===== src/hw/rtl/gbn_pkg.sv =====
// Shared types, constants and codes for the go-back-N sender window.
package gbn_pkg;

	localparam int WINDOW_MAX  = 16;
	localparam int SLOT_W      = $clog2(WINDOW_MAX);
	localparam int CNT_W       = $clog2(WINDOW_MAX + 1);
	localparam int SEQ_W       = 16;
	localparam int WORD_W      = 32;
	localparam int LEN_W       = 11;
	localparam int WIN_W       = 5;
	localparam int RETRY_W     = 4;
	localparam int QUEUE_DEPTH = 2;
	localparam int QPTR_W      = $clog2(QUEUE_DEPTH);
	localparam int QCNT_W      = $clog2(QUEUE_DEPTH + 1);
	localparam int ENTRY_W     = WORD_W + LEN_W;

	localparam logic [LEN_W-1:0]   CHUNK_MAX   = LEN_W'(1024);
	localparam logic [WIN_W-1:0]   WIN_RESET   = WIN_W'(4);
	localparam logic [RETRY_W-1:0] RETRY_RESET = RETRY_W'(10);
	localparam logic [RETRY_W-1:0] RETRY_SAT   = RETRY_W'(15);

	// Event codes on the input op field
	typedef enum logic [1:0] {
		OP_SEND    = 2'd0,
		OP_ACK     = 2'd1,
		OP_TIMEOUT = 2'd2
	} op_t;

	// Classified command handed from front to back
	typedef enum logic [1:0] {
		CMD_SEND,
		CMD_ACK,
		CMD_TIMEOUT,
		CMD_NOP
	} cmd_kind_t;

	typedef enum logic [1:0] {
		TMR_LEAVE = 2'd0,
		TMR_ARM   = 2'd1,
		TMR_STOP  = 2'd2
	} timer_t;

	typedef enum logic [1:0] {
		STS_OK      = 2'd0,
		STS_FULL    = 2'd1,
		STS_FAIL    = 2'd2,
		STS_IGNORED = 2'd3
	} status_t;

	// Configuration register indexes
	typedef enum logic {
		REG_WIN_LIMIT   = 1'b0,
		REG_RETRY_LIMIT = 1'b1
	} reg_idx_t;

	typedef enum logic {
		S_IDLE,
		S_REPLAY
	} state_t;

	typedef struct packed {
		cmd_kind_t         kind;
		logic [WORD_W-1:0] word;
		logic [LEN_W-1:0]  len;
		logic [SEQ_W-1:0]  ack;
	} cmd_t;

endpackage


===== src/hw/rtl/gbn_front.sv =====
// Front end: accepts events, classifies them and queues them for the back end.
module gbn_front (
	input  logic                       clk,
	input  logic                       arst_n,
	input  logic                       evt_valid,
	output logic                       evt_stall,
	input  logic [1:0]                 op,
	input  logic [gbn_pkg::WORD_W-1:0] chunk_word,
	input  logic [gbn_pkg::LEN_W-1:0]  chunk_len,
	input  logic [gbn_pkg::SEQ_W-1:0]  ack_number,
	output logic                       cmd_valid,
	output gbn_pkg::cmd_t              cmd,
	input  logic                       cmd_pop
);

	gbn_pkg::cmd_t                    queue_q [gbn_pkg::QUEUE_DEPTH];
	logic [gbn_pkg::QPTR_W-1:0]       wr_ptr_q;
	logic [gbn_pkg::QPTR_W-1:0]       rd_ptr_q;
	logic [gbn_pkg::QCNT_W-1:0]       count_q;
	gbn_pkg::cmd_t                    classified;
	logic                             push;
	logic                             pop;

	// Classify the event and clamp the chunk length
	always_comb begin
		classified.word = chunk_word;
		classified.ack  = ack_number;
		classified.len  = (chunk_len > gbn_pkg::CHUNK_MAX) ? gbn_pkg::CHUNK_MAX : chunk_len;
		case (op)
			gbn_pkg::OP_SEND:    classified.kind = gbn_pkg::CMD_SEND;
			gbn_pkg::OP_ACK:     classified.kind = gbn_pkg::CMD_ACK;
			gbn_pkg::OP_TIMEOUT: classified.kind = gbn_pkg::CMD_TIMEOUT;
			default:             classified.kind = gbn_pkg::CMD_NOP;
		endcase
	end

	assign evt_stall = (count_q == gbn_pkg::QCNT_W'(gbn_pkg::QUEUE_DEPTH));
	assign push      = evt_valid && !evt_stall;
	assign cmd_valid = (count_q != '0);
	assign pop       = cmd_pop && cmd_valid;
	assign cmd       = queue_q[rd_ptr_q];

	// Queue pointers and fill count
	always_ff @(posedge clk or negedge arst_n) begin
		if (!arst_n) begin
			wr_ptr_q <= '0;
			rd_ptr_q <= '0;
			count_q  <= '0;
		end else begin
			if (push) wr_ptr_q <= wr_ptr_q + 1'b1;
			if (pop)  rd_ptr_q <= rd_ptr_q + 1'b1;
			if (push && !pop)      count_q <= count_q + 1'b1;
			else if (pop && !push) count_q <= count_q - 1'b1;
		end
	end

	// Queue payload
	always_ff @(posedge clk) begin
		if (push) queue_q[wr_ptr_q] <= classified;
	end

	assert property (@(posedge clk) disable iff (!arst_n)
		count_q <= gbn_pkg::QCNT_W'(gbn_pkg::QUEUE_DEPTH))
		else $error("queue fill count past depth");

endmodule


===== src/hw/rtl/gbn_back.sv =====
// Back end: window state, packet store, replay sequencer and result register.
module gbn_back (
	input  logic                        clk,
	input  logic                        arst_n,
	input  logic                        cmd_valid,
	input  gbn_pkg::cmd_t               cmd,
	output logic                        cmd_pop,
	input  logic                        cfg_valid,
	output logic                        cfg_ready,
	input  logic                        cfg_index,
	input  logic [gbn_pkg::WIN_W-1:0]   cfg_data,
	output logic                        res_valid,
	input  logic                        res_stall,
	output logic                        send_valid,
	output logic [gbn_pkg::SEQ_W-1:0]   seq_number,
	output logic [gbn_pkg::WORD_W-1:0]  out_word,
	output logic [gbn_pkg::LEN_W-1:0]   out_len,
	output logic [1:0]                  timer_cmd,
	output logic [1:0]                  status,
	output logic                        last
);

	localparam int SEQ_W   = gbn_pkg::SEQ_W;
	localparam int SLOT_W  = gbn_pkg::SLOT_W;
	localparam int CNT_W   = gbn_pkg::CNT_W;
	localparam int WIN_W   = gbn_pkg::WIN_W;
	localparam int LEN_W   = gbn_pkg::LEN_W;
	localparam int WORD_W  = gbn_pkg::WORD_W;
	localparam int RETRY_W = gbn_pkg::RETRY_W;
	localparam int ENTRY_W = gbn_pkg::ENTRY_W;

	// Configuration
	logic [WIN_W-1:0]   win_size_q;
	logic [RETRY_W-1:0] retry_limit_q;

	// Window state
	logic [SEQ_W-1:0]   base_q;
	logic [SEQ_W-1:0]   next_seq_q;
	logic [SLOT_W-1:0]  base_slot_q;
	logic [RETRY_W-1:0] retry_q;
	logic               failed_q;

	// Replay sequencer
	gbn_pkg::state_t    state_q;
	gbn_pkg::state_t    state_d;
	logic [CNT_W-1:0]   rep_idx_q;
	logic               rep_fail_q;

	// Packet store
	logic [ENTRY_W-1:0] sent_mem [gbn_pkg::WINDOW_MAX];
	logic [ENTRY_W-1:0] mem_rd_q;

	// Result register
	logic               res_valid_q;
	logic               send_valid_q;
	logic [SEQ_W-1:0]   seq_q;
	logic [WORD_W-1:0]  word_q;
	logic [LEN_W-1:0]   len_q;
	gbn_pkg::timer_t    timer_q;
	gbn_pkg::status_t   status_q;
	logic               last_q;

	// Derived values
	logic [SEQ_W-1:0]   outstanding;
	logic [CNT_W-1:0]   out_cnt;
	logic [WIN_W-1:0]   eff_win;
	logic [SEQ_W-1:0]   ack_off;
	logic [SEQ_W-1:0]   ack_next;
	logic [CNT_W-1:0]   idx_next;
	logic               rep_fin;
	logic               out_free;

	// Control decisions
	logic               ld;
	logic               ld_send;
	logic [SEQ_W-1:0]   ld_seq;
	logic [WORD_W-1:0]  ld_word;
	logic [LEN_W-1:0]   ld_len;
	gbn_pkg::timer_t    ld_timer;
	gbn_pkg::status_t   ld_status;
	logic               ld_last;
	logic               wr_en;
	logic [SLOT_W-1:0]  wr_slot;
	logic               rd_en;
	logic [SLOT_W-1:0]  rd_slot;
	logic               do_send;
	logic               do_ack;
	logic               rep_start;
	logic               rep_step;

	assign cfg_ready   = 1'b1;
	assign outstanding = next_seq_q - base_q;
	assign out_cnt     = outstanding[CNT_W-1:0];
	assign ack_off     = cmd.ack - base_q;
	assign ack_next    = cmd.ack + 1'b1;
	assign idx_next    = rep_idx_q + 1'b1;
	assign rep_fin     = (idx_next == out_cnt);
	assign out_free    = !res_valid_q || !res_stall;

	// Effective window: zero acts as one, clamp at store depth
	always_comb begin
		if (win_size_q == '0)
			eff_win = WIN_W'(1);
		else if (win_size_q > WIN_W'(gbn_pkg::WINDOW_MAX))
			eff_win = WIN_W'(gbn_pkg::WINDOW_MAX);
		else
			eff_win = win_size_q;
	end

	// Next state
	always_comb begin
		state_d = state_q;
		case (state_q)
			gbn_pkg::S_IDLE: begin
				if (rep_start) state_d = gbn_pkg::S_REPLAY;
			end
			gbn_pkg::S_REPLAY: begin
				if (rep_step && rep_fin) state_d = gbn_pkg::S_IDLE;
			end
			default: state_d = gbn_pkg::S_IDLE;
		endcase
	end

	// Command execution and result selection
	always_comb begin
		cmd_pop   = 1'b0;
		ld        = 1'b0;
		ld_send   = 1'b0;
		ld_seq    = '0;
		ld_word   = '0;
		ld_len    = '0;
		ld_timer  = gbn_pkg::TMR_LEAVE;
		ld_status = gbn_pkg::STS_OK;
		ld_last   = 1'b1;
		wr_en     = 1'b0;
		wr_slot   = base_slot_q + outstanding[SLOT_W-1:0];
		rd_en     = 1'b0;
		rd_slot   = base_slot_q;
		do_send   = 1'b0;
		do_ack    = 1'b0;
		rep_start = 1'b0;
		rep_step  = 1'b0;
		case (state_q)
			gbn_pkg::S_IDLE: begin
				if (cmd_valid && out_free) begin
					cmd_pop = 1'b1;
					ld      = 1'b1;
					if (failed_q) begin
						ld_status = gbn_pkg::STS_FAIL;
					end else begin
						case (cmd.kind)
							gbn_pkg::CMD_SEND: begin
								if (outstanding >= {{(SEQ_W-WIN_W){1'b0}}, eff_win}) begin
									ld_status = gbn_pkg::STS_FULL;
								end else begin
									do_send  = 1'b1;
									wr_en    = 1'b1;
									ld_send  = 1'b1;
									ld_seq   = next_seq_q;
									ld_word  = cmd.word;
									ld_len   = cmd.len;
									ld_timer = (outstanding == '0) ? gbn_pkg::TMR_ARM
									                               : gbn_pkg::TMR_LEAVE;
								end
							end
							gbn_pkg::CMD_ACK: begin
								if (ack_off >= outstanding) begin
									ld_status = gbn_pkg::STS_IGNORED;
								end else begin
									do_ack   = 1'b1;
									ld_timer = (ack_next == next_seq_q) ? gbn_pkg::TMR_STOP
									                                    : gbn_pkg::TMR_LEAVE;
								end
							end
							gbn_pkg::CMD_TIMEOUT: begin
								// Start replay: first store read now, results follow
								if (outstanding != '0) begin
									ld        = 1'b0;
									rep_start = 1'b1;
									rd_en     = 1'b1;
								end
							end
							default: ;
						endcase
					end
				end
			end
			gbn_pkg::S_REPLAY: begin
				if (out_free) begin
					rep_step = 1'b1;
					ld       = 1'b1;
					ld_send  = 1'b1;
					ld_seq   = base_q + {{(SEQ_W-CNT_W){1'b0}}, rep_idx_q};
					ld_word  = mem_rd_q[LEN_W +: WORD_W];
					ld_len   = mem_rd_q[LEN_W-1:0];
					ld_last  = rep_fin;
					if (rep_fail_q && rep_fin) begin
						ld_timer  = gbn_pkg::TMR_STOP;
						ld_status = gbn_pkg::STS_FAIL;
					end else if (!rep_fail_q && rep_idx_q == '0) begin
						ld_timer  = gbn_pkg::TMR_ARM;
					end
					// Prefetch the next outstanding entry
					rd_en   = !rep_fin;
					rd_slot = base_slot_q + idx_next[SLOT_W-1:0];
				end
			end
			default: ;
		endcase
	end

	// Configuration registers
	always_ff @(posedge clk or negedge arst_n) begin
		if (!arst_n) begin
			win_size_q    <= gbn_pkg::WIN_RESET;
			retry_limit_q <= gbn_pkg::RETRY_RESET;
		end else if (cfg_valid && cfg_ready) begin
			case (cfg_index)
				gbn_pkg::REG_WIN_LIMIT:   win_size_q    <= cfg_data;
				gbn_pkg::REG_RETRY_LIMIT: retry_limit_q <= cfg_data[RETRY_W-1:0];
				default: ;
			endcase
		end
	end

	// Window state and replay control
	always_ff @(posedge clk or negedge arst_n) begin
		if (!arst_n) begin
			state_q     <= gbn_pkg::S_IDLE;
			base_q      <= '0;
			next_seq_q  <= '0;
			base_slot_q <= '0;
			retry_q     <= '0;
			failed_q    <= 1'b0;
			rep_idx_q   <= '0;
			rep_fail_q  <= 1'b0;
		end else begin
			state_q <= state_d;
			if (do_send) begin
				next_seq_q <= next_seq_q + 1'b1;
				retry_q    <= '0;
			end
			if (do_ack) begin
				base_q      <= ack_next;
				base_slot_q <= base_slot_q + ack_off[SLOT_W-1:0] + 1'b1;
			end
			if (rep_start) begin
				rep_idx_q  <= '0;
				rep_fail_q <= (retry_q >= retry_limit_q);
			end
			if (rep_step) begin
				rep_idx_q <= idx_next;
				if (rep_fin) begin
					if (retry_q != gbn_pkg::RETRY_SAT) retry_q <= retry_q + 1'b1;
					if (rep_fail_q) failed_q <= 1'b1;
				end
			end
		end
	end

	// Packet store, registered read
	always_ff @(posedge clk) begin
		if (wr_en) sent_mem[wr_slot] <= {ld_word, ld_len};
		if (rd_en) mem_rd_q <= sent_mem[rd_slot];
	end

	// Result register valid
	always_ff @(posedge clk or negedge arst_n) begin
		if (!arst_n) begin
			res_valid_q <= 1'b0;
		end else if (ld) begin
			res_valid_q <= 1'b1;
		end else if (!res_stall) begin
			res_valid_q <= 1'b0;
		end
	end

	// Result register payload
	always_ff @(posedge clk) begin
		if (ld) begin
			send_valid_q <= ld_send;
			seq_q        <= ld_seq;
			word_q       <= ld_word;
			len_q        <= ld_len;
			timer_q      <= ld_timer;
			status_q     <= ld_status;
			last_q       <= ld_last;
		end
	end

	assign res_valid  = res_valid_q;
	assign send_valid = send_valid_q;
	assign seq_number = seq_q;
	assign out_word   = word_q;
	assign out_len    = len_q;
	assign timer_cmd  = timer_q;
	assign status     = status_q;
	assign last       = last_q;

	assert property (@(posedge clk) disable iff (!arst_n)
		outstanding <= SEQ_W'(gbn_pkg::WINDOW_MAX))
		else $error("outstanding count beyond store depth");

	assert property (@(posedge clk) disable iff (!arst_n)
		(state_q == gbn_pkg::S_REPLAY) |-> (!failed_q && out_cnt != '0 && rep_idx_q < out_cnt))
		else $error("replay index out of outstanding range");

	assert property (@(posedge clk) disable iff (!arst_n)
		(rep_step && rep_fin) |=> (state_q == gbn_pkg::S_IDLE && res_valid_q && last_q))
		else $error("replay did not end on a final result");

	assert property (@(posedge clk) disable iff (!arst_n)
		(state_q == gbn_pkg::S_REPLAY) |-> !cmd_pop)
		else $error("command taken during replay");

endmodule


===== src/hw/rtl/go_back_n_sender_window.sv =====
// Top level of the go-back-N sender window: front end, command queue and back end.
// An event is written into the command queue; the back end then loads the result register
// from the queue head, and a replayed packet first passes through the registered store read.
// Throughput: one send, ack, empty timeout or failed event per cycle unless stalled.
// A replay holds the back end: a store read, then one packet per cycle unless stalled.
// Reset: window empty, counters and failure cleared, window limit 4, retry limit 10.
module go_back_n_sender_window (
	input  logic                       clk,
	input  logic                       arst_n,
	input  logic                       evt_valid,
	output logic                       evt_stall,
	input  logic [1:0]                 op,
	input  logic [gbn_pkg::WORD_W-1:0] chunk_word,
	input  logic [gbn_pkg::LEN_W-1:0]  chunk_len,
	input  logic [gbn_pkg::SEQ_W-1:0]  ack_number,
	input  logic                       cfg_valid,
	output logic                       cfg_ready,
	input  logic                       cfg_index,
	input  logic [gbn_pkg::WIN_W-1:0]  cfg_data,
	output logic                       res_valid,
	input  logic                       res_stall,
	output logic                       send_valid,
	output logic [gbn_pkg::SEQ_W-1:0]  seq_number,
	output logic [gbn_pkg::WORD_W-1:0] out_word,
	output logic [gbn_pkg::LEN_W-1:0]  out_len,
	output logic [1:0]                 timer_cmd,
	output logic [1:0]                 status,
	output logic                       last
);

	logic          cmd_valid;
	logic          cmd_pop;
	gbn_pkg::cmd_t cmd;

	gbn_front u_front (
		.clk        (clk),
		.arst_n     (arst_n),
		.evt_valid  (evt_valid),
		.evt_stall  (evt_stall),
		.op         (op),
		.chunk_word (chunk_word),
		.chunk_len  (chunk_len),
		.ack_number (ack_number),
		.cmd_valid  (cmd_valid),
		.cmd        (cmd),
		.cmd_pop    (cmd_pop)
	);

	gbn_back u_back (
		.clk        (clk),
		.arst_n     (arst_n),
		.cmd_valid  (cmd_valid),
		.cmd        (cmd),
		.cmd_pop    (cmd_pop),
		.cfg_valid  (cfg_valid),
		.cfg_ready  (cfg_ready),
		.cfg_index  (cfg_index),
		.cfg_data   (cfg_data),
		.res_valid  (res_valid),
		.res_stall  (res_stall),
		.send_valid (send_valid),
		.seq_number (seq_number),
		.out_word   (out_word),
		.out_len    (out_len),
		.timer_cmd  (timer_cmd),
		.status     (status),
		.last       (last)
	);

endmodule


===== config.mk =====
export PLATFORM = sky130hd
export DESIGN_NAME = go_back_n_sender_window
export DESIGN_NICKNAME = d
export VERILOG_FILES = /design/src/hw/rtl/gbn_pkg.sv /design/src/hw/rtl/gbn_front.sv /design/src/hw/rtl/gbn_back.sv /design/src/hw/rtl/go_back_n_sender_window.sv
export SDC_FILE = /design/constraint.sdc
export NUM_CORES = 1
export LEC_CHECK = 0
export BUFFER_PORTS_ARGS = -buffer_cell sky130_fd_sc_hd__clkbuf_2
export CAP_MARGIN = 20
export CELL_PAD_IN_SITES_DETAIL_PLACEMENT = 1
export CELL_PAD_IN_SITES_GLOBAL_PLACEMENT = 2
export CORE_AREA = 2 2 255 357
export DETAILED_ROUTE_END_ITERATION = 8
export DIE_AREA = 0 0 257 359
export PLACE_DENSITY_LB_ADDON = 0.1
export SYNTH_ARGS = -nofsm -noshare
export SYNTH_HDL_FRONTEND = slang
export SYNTH_SLANG_ARGS = --single-unit

===== constraint.sdc =====
create_clock -name clk -period 11.1 [get_ports clk]
set_input_delay 2.22 -clock clk [delete_from_list [all_inputs] [get_ports clk]]
set_output_delay 2.22 -clock clk [all_outputs]
set_load 0.05 [all_outputs]

# Word-level counts from Yosys, hierarchy flattened
# Memories as Yosys holds them, arrays and structs flattened. A register that Yosys moved wholly into a read port is not among the register bits.
# Index checks and enable logic that the tools add are counted.
[totals] inputBits=72 out_inout_bits=68 word_cells=170 n_memories=2 mem_bits_rw=810 ff_bits=127
[mem_list] name="u_back.sent_mem" depth=16 word_bits=43 read_ports=1 rd_ports_with_merged_regs=1 wr=1 line_no="gbn_back.sv:50" source="logic [ENTRY_W-1:0] sent_mem [gbn_pkg::WINDOW_MAX];"
[mem_list] name="u_front.queue_q" depth=2 word_bits=61 read_ports=1 rd_ports_with_merged_regs=0 wr=1 line_no="gbn_front.sv:16" source="gbn_pkg::cmd_t queue_q [gbn_pkg::QUEUE_DEPTH];"
[op_classes] bitwise_logic=2 n_eq_ne=9 reduce_logical=29 add_sub_neg=15 magnitude_cmp=5 n_mux=87
[ops] cell="2-to-1 mux 32 bit" n=5
[ops] cell="2-to-1 mux 16 bit" n=5
[ops] cell="2-to-1 mux 11 bit" n=6
[ops] cell="one-hot mux 32 bit (2 select lines)" n=1
[ops] cell="2-to-1 mux 1 bit" n=35
[ops] cell="adder 16 x 1 -> 16 bit (second input constant)" n=2
[ops] cell="one-hot mux 16 bit (2 select lines)" n=1
[ops] cell="subtractor 16 bit" n=2
[ops] cell="2-to-1 mux 2 bit" n=14
[ops] cell="2-to-1 mux 4 bit" n=6
[ops] cell="one-hot mux 11 bit (2 select lines)" n=1
[ops] cell="2-to-1 mux 5 bit" n=4
[ops] cell="adder 16 x 5 -> 16 bit" n=1
[ops] cell="== test 16 bit" n=1
[ops] cell="greater-or-equal comparator 16 bit" n=1
[ops] cell="greater-or-equal comparator 16 x 5 -> 1 bit" n=1
[ops] cell="zero test 16 bit" n=1
[ops] cell="one-hot mux 2 bit (2 select lines)" n=4
[ops] cell="nonzero test 16 bit" n=1
[ops] cell="adder 4 bit" n=3
[ops] cell="greater-than comparator 11 bit (second input constant)" n=1
[ops] cell="zero test 5 bit" n=2
[ops] cell="adder 4 x 1 -> 4 bit (second input constant)" n=2
[ops] cell="logical AND 1 bit" n=8
[ops] cell="other kinds (20)" n=39

# Longest topological paths before layout
[depth] word_depth=13 mapped_depth=26 ltp_nobuf=20

# Modules after synthesis
# From an unflattened synthesis, not the netlist that was laid out.
[unflattened] hier_cells=2247 hier_area_um2=40919.2
[by_module_without_submodules] mod="gbn_back" area_per_inst_um2=35940.7 cells_per_inst=2024 n_inst=1
[by_module_without_submodules] mod="gbn_front" area_per_inst_um2=4978.5 cells_per_inst=223 n_inst=1

# Worst setup path before layout
# OpenSTA, ideal clock, no wires.
[synth_timing] path_kind="input to register" startpoint="input port res_stall" endpoint="memory u_back.sent_mem[1][0] in the netlist's numbering, enable pin" path_stages=7 n_path_buf=2 slack_ps=2752 arrival_time_ps=7797 required_ps=10549 setup_ps=551 path_cell_list="a21oi_1 -> o21ai_1 -> or4_1 -> or2_1 -> buf_6 -> buf_6 -> nor4_1"
[synth_between] elab_chain_cells=7
[synth_rtl] item="start, declared" line_no="go_back_n_sender_window.sv:21" source="input logic res_stall,"
[synth_rtl] item="zero test 1 bit" line_no="gbn_back.sv:98" source="assign out_free = !res_valid_q || !res_stall;"
[synth_rtl] item="logical OR 1 bit" line_no="gbn_back.sv:98"
[synth_rtl] item="logical AND 1 bit" line_no="gbn_back.sv:145" source="if (cmd_valid && out_free) begin"
[synth_rtl] item="2-to-1 mux 1 bit" line_no="gbn_back.sv:145"
[synth_rtl] item="2-to-1 mux 1 bit" line_no="gbn_back.sv:143" source="case (state_q)"
[synth_rtl] item="2-to-1 mux 1 bit" line_no="gbn_back.sv:263" source="if (wr_en) sent_mem[wr_slot] <= {ld_word, ld_len};"
[synth_rtl] item="2-to-1 mux 1 bit (not written as such)" line_no="gbn_back.sv:263"
[synth_rtl] item="end, declared" line_no="gbn_back.sv:50"
# No other way between the ends.

# Worst setup path after layout
[layout_timing] startpoint="register u_front.rd_ptr_q" endpoint="register u_back.base_q[13]"
[layout_between] elab_chain_cells=8 word_cells_on_any_way=10 cone_classes="add/sub: 2; order compare: 1; eq/ne: 1; mux: 5; memory: 1"
[layout_rtl] item="start, declared" line_no="gbn_front.sv:18" source="logic [gbn_pkg::QPTR_W-1:0] rd_ptr_q;"
[layout_rtl] item="start signal, assigned" line_no="gbn_front.sv:51" source="if (pop) rd_ptr_q <= rd_ptr_q + 1'b1;"
[layout_rtl] item="memory read (2 x 61 bit) (*)"
[layout_rtl] item="subtractor 16 bit" line_no="gbn_back.sv:94" source="assign ack_off = cmd.ack - base_q;"
[layout_rtl] item="greater-or-equal comparator 16 bit" line_no="gbn_back.sv:167" source="if (ack_off >= outstanding) begin"
[layout_rtl] item="2-to-1 mux 1 bit" line_no="gbn_back.sv:167"
[layout_rtl] item="2-to-1 mux 1 bit" line_no="gbn_back.sv:151" source="case (cmd.kind)"
[layout_rtl] item="2-to-1 mux 1 bit" line_no="gbn_back.sv:148" source="if (failed_q) begin"
[layout_rtl] item="2-to-1 mux 1 bit" line_no="gbn_back.sv:145"
[layout_rtl] item="2-to-1 mux 1 bit" line_no="gbn_back.sv:143"
[layout_rtl] item="end signal, assigned" line_no="gbn_back.sv:244" source="base_q <= ack_next;"
[layout_rtl] item="end, declared" line_no="gbn_back.sv:37" source="logic [SEQ_W-1:0] base_q;"
# Every way passes the cells marked *; elsewhere a longest branch is shown, timed or not.
# A chain may end at the register's enable or synchronous reset.

==> results.md <==
* Status: finished clean
* Largest area contributor in the netlist: edfxtp_1
* Clock Root Buffer: clkbuf_16
* Core Area at 89300 um^2
* Most used cell, CP: o21ai_0
* Final Cycle Share at a little over half
* Die Area at 92300 um^2
* Peak Freq at around 0.17 GHz
* Reg-to-reg setup timing slack at slightly above 5 ns
* Crit. End Element: flip-flop
* Clock Sinks at 980
* CTS tree: built
* Setup tns final at 0 ns
* Critical-path top delay cell: dfrtp_4
* Peak VDD IR at approximately 0.45 mV
* Clk_lat worst skew at approximately 0.69 ns
* Die Wd at between 200 and 300 um
* Nets at ~2600
* Routed via count at ~22000
* Slew Limit Fails at 0
* Synth Flop Type: edfxtp_1
* WP buf/inv at 1
* Starting Density at a little under half
* Hold-fix buffers, CTS at 0
* Met2 Wirelength at around 56000 um
* Clock slew at reported path FFs at 0.06 ns
* CP Cell Sequence: mux2i_1, ha_1, fa_1, nor2b_1, o21ai_0, a21boi_0, o21ai_0, a21oi_1, o21ai_0, nand2b_1, a21oi_1, xnor2_1, ha_1, nor2b_1, o21ai_0, nand3_1, a21oi_1, o211ai_1, buf_4, mux2_2
* Area Growth Syn to Fin at 14.4%
* Synth unique cells at ~70
* Synthesized net count at between 2000 and 2500
* Pwr Density at 311 nW/um^2
* Overflow after GRT at 0
* Metal1 wirelength at between 40000 and 50000 um
* HPWL Detailed at 57300 um
* Worst-Margin Slew at about 1.1 ns
* Critical setup path kind: flip-flop to flip-flop
* Setup Skew at about 0.027 ns
* Synth Cell Area at 40600 um^2
* Synth Register Bits at ~1000
* Met3 wire len at between 3000 and 4000 um
* R2R cell count at 20
* CP max stage delay at between 0.8 and 0.9 ns
* Post CTS Setup Buffer Count at 0
* Setup Viol. Count Final at 0
* Post-Syn Instances at between 2000 and 2500
* Vias in the first global route at between 20000 and 25000
* YS warnings at 0
* GP Congestion at between 0.8 and 0.9
* Hold path endpoint: u_front.count_q[1]
* Crit path depth at 20
* Hold depth at 1
* Sequential area share after synthesis at 71.7%
* First-pass GRT wire length at 155000 um
* Post-cts gate resize count at 0
* WL per Instance at between 20 and 30 um
* Min-delay src: u_front.count_q[1]
* Num rows at between 100 and 150
* Count of buffers from port buffering at 138
* Final-report hold violation count at 0
* Ant. Diodes at 0
* H-tree Lvls at 3
* Max Cap Viol at 0
* Commonest cells in the netlist: 918 x edfxtp_1, 172 x mux4_2, 111 x nand2_1
* DR pass1 iterations at 5
* P_leak at between 0.015 and 0.02 uW
* Antenna Nets Post-Route at 0
* FFs w/ async S/R, synth at approximately 6.3%
* # DRC at 0
* Clock tree buffer depth at 3
* Delay-heaviest family, CP: compound AO/OA/AOI/OAI gates
* Initial antenna violation count at 0
* Worst r2r dst: u_back.base_q[13]
* Max Used Layer: met4
* CTS Buf Count at between 90 and 100
* Die Ht at between 300 and 400 um
* Routed WL at about 100000 um
* Req. time, crit path at 11.66 ns
* Gr usage total at roughly 23%
* RR Startpoint: u_front.rd_ptr_q
* Slew HR at roughly 25%
* Synth area leaders: edfxtp_1 68%, mux4_2 9.5%, dfrtp_1 3.6%
* Vias per cell at between 5 and 6
* Count leader, synth: edfxtp_1
* Tot Pwr at between 10000 and 15000 uW
* CP Data Arrival Time at about 6.5 ns
* Yosys top cell area share at roughly two thirds
* Post-synth EDFFs at ~920
* Worst hold path type: flip-flop to flip-flop
* Startpoint Class: flip-flop
* CP Max Fanout at 37
* RSZ-0062 raised after global routing: no
* Fraction of layout cells with a size suffix above 1 at a little under a quarter
* Starting DRT DRC Count at roughly 1400
* Boundary pin count at 140
* Largest net degree at the start of global routing at 130
* Mean Syn Cell Area at between 15 and 20 um^2
* Tmin final at between 5 and 6 ns
## placed cells by master, fill, tap and decap left out, drive strengths merged, types with 8 or more instances in the layout
master,instances
edfxtp,918
clkbuf,258
mux4,172
nand2,111
mux2i,98
o21ai,87
a21oi,80
ha,76
buf,75
inv,74
xnor2,72
nor2b,60
dfrtp,59
a211oi,50
nor2,39
xor2,30
mux2,27
a21o,25
nor4,25
nand4,22
nand3,21
nor3,20
clkinv,20
bufinv,19
nand2b,17
o22ai,13
clkinvlp,8
## report_power, final
group	total (uW)	internal [uW]	switching (uW)
sequential	5160	4940	220
combinational	5830	2210	3620
clock	3490	2080	1400
total	14500	9230	5250
## layout make-up
cell class / count / area [um^2]
clock inverters: 52 / 778
clock buffers: 120 / 2560
fillers: 8214 / 42800
repair buffers: 213 / 1290
inverters: 69 / 259
well taps: 1188 / 1490
flip-flops and latches: 980 / 29100
multi-input cells: 1130 / 11000
## metrics by stage
step                cell area [um^2]  std cells  hold slack (ns)  setup WS, ns  util [%]
CTS                            46300       3728            0.500          5.00      51.8
detailed placement             43000       3556            0.485          4.56      48.1
floorplan                      40600       2282            0.461          2.75         -
global placement               43000       3556            0.488          4.64      48.1
global route                   46500       3752            0.542          4.74      52.1
finish                         46500       3752            0.503          5.17      52.1
## logic make-up after synthesis
kind of cell / count (synthesis) / synth area share [%]
buffers and inverters: 172 / 1.74
AND/OR/NAND/NOR: 349 / 4.50
XOR/XNOR: 102 / 2.22
other: 1 / 0.00923
multiplexers: 297 / 12.7
AO/OA/AOI/OAI: 299 / 4.54
adder cells (fa/ha/maj): 82 / 2.64
flip-flops: 980 / 71.7
## state kept, by name, indices dropped and copies added (netlist names), 5 cells and up
register	count
u_back.sent_mem	688
u_front.queue_q	122
u_back.mem_rd_q	43
u_back.out_word	32
u_back.base_q	16
u_back.next_seq_q	16
u_back.seq_number	16
u_back.out_len	11
u_back.rep_idx_q	5
u_back.win_size_q	5
## worst register-to-register path, cell delays in order (launching register included)
cell and delay (ns):
dfrtp_4 0.86, mux2i_1 0.55, ha_1 0.29, fa_1 0.23, nor2b_1 0.06, o21ai_0 0.21
a21boi_0 0.16, o21ai_0 0.34, a21oi_1 0.15, o21ai_0 0.44, nand2b_1 0.11, a21oi_1 0.21
xnor2_1 0.18, ha_1 0.28, nor2b_1 0.13, o21ai_0 0.16, nand3_1 0.16, a21oi_1 0.51
o211ai_1 0.18, buf_4 0.27, mux2_2 0.34
## layer usage
metal	up-vias	global-route usage [%]
li1	9451	-
met1	11600	28.1
met2	463	41.3
met3	148	2.86
met4	0	6.90
met5	-	0
## worst max path at each step
| stage | start | to |
|---|---|---|
| after floorplan | res_stall | u_back.sent_mem[1][0] |
| after global placement | res_stall | u_back.mem_rd_q[12] |
| after detailed placement | res_stall | u_back.mem_rd_q[36] |
| after CTS | u_front.rd_ptr_q | u_back.base_q[13] |
| after global routing | u_front.rd_ptr_q | u_back.base_slot_q[3] |
| final | u_front.rd_ptr_q | u_back.base_q[13] |
Note: power is estimated with default switching activity, not from simulation.
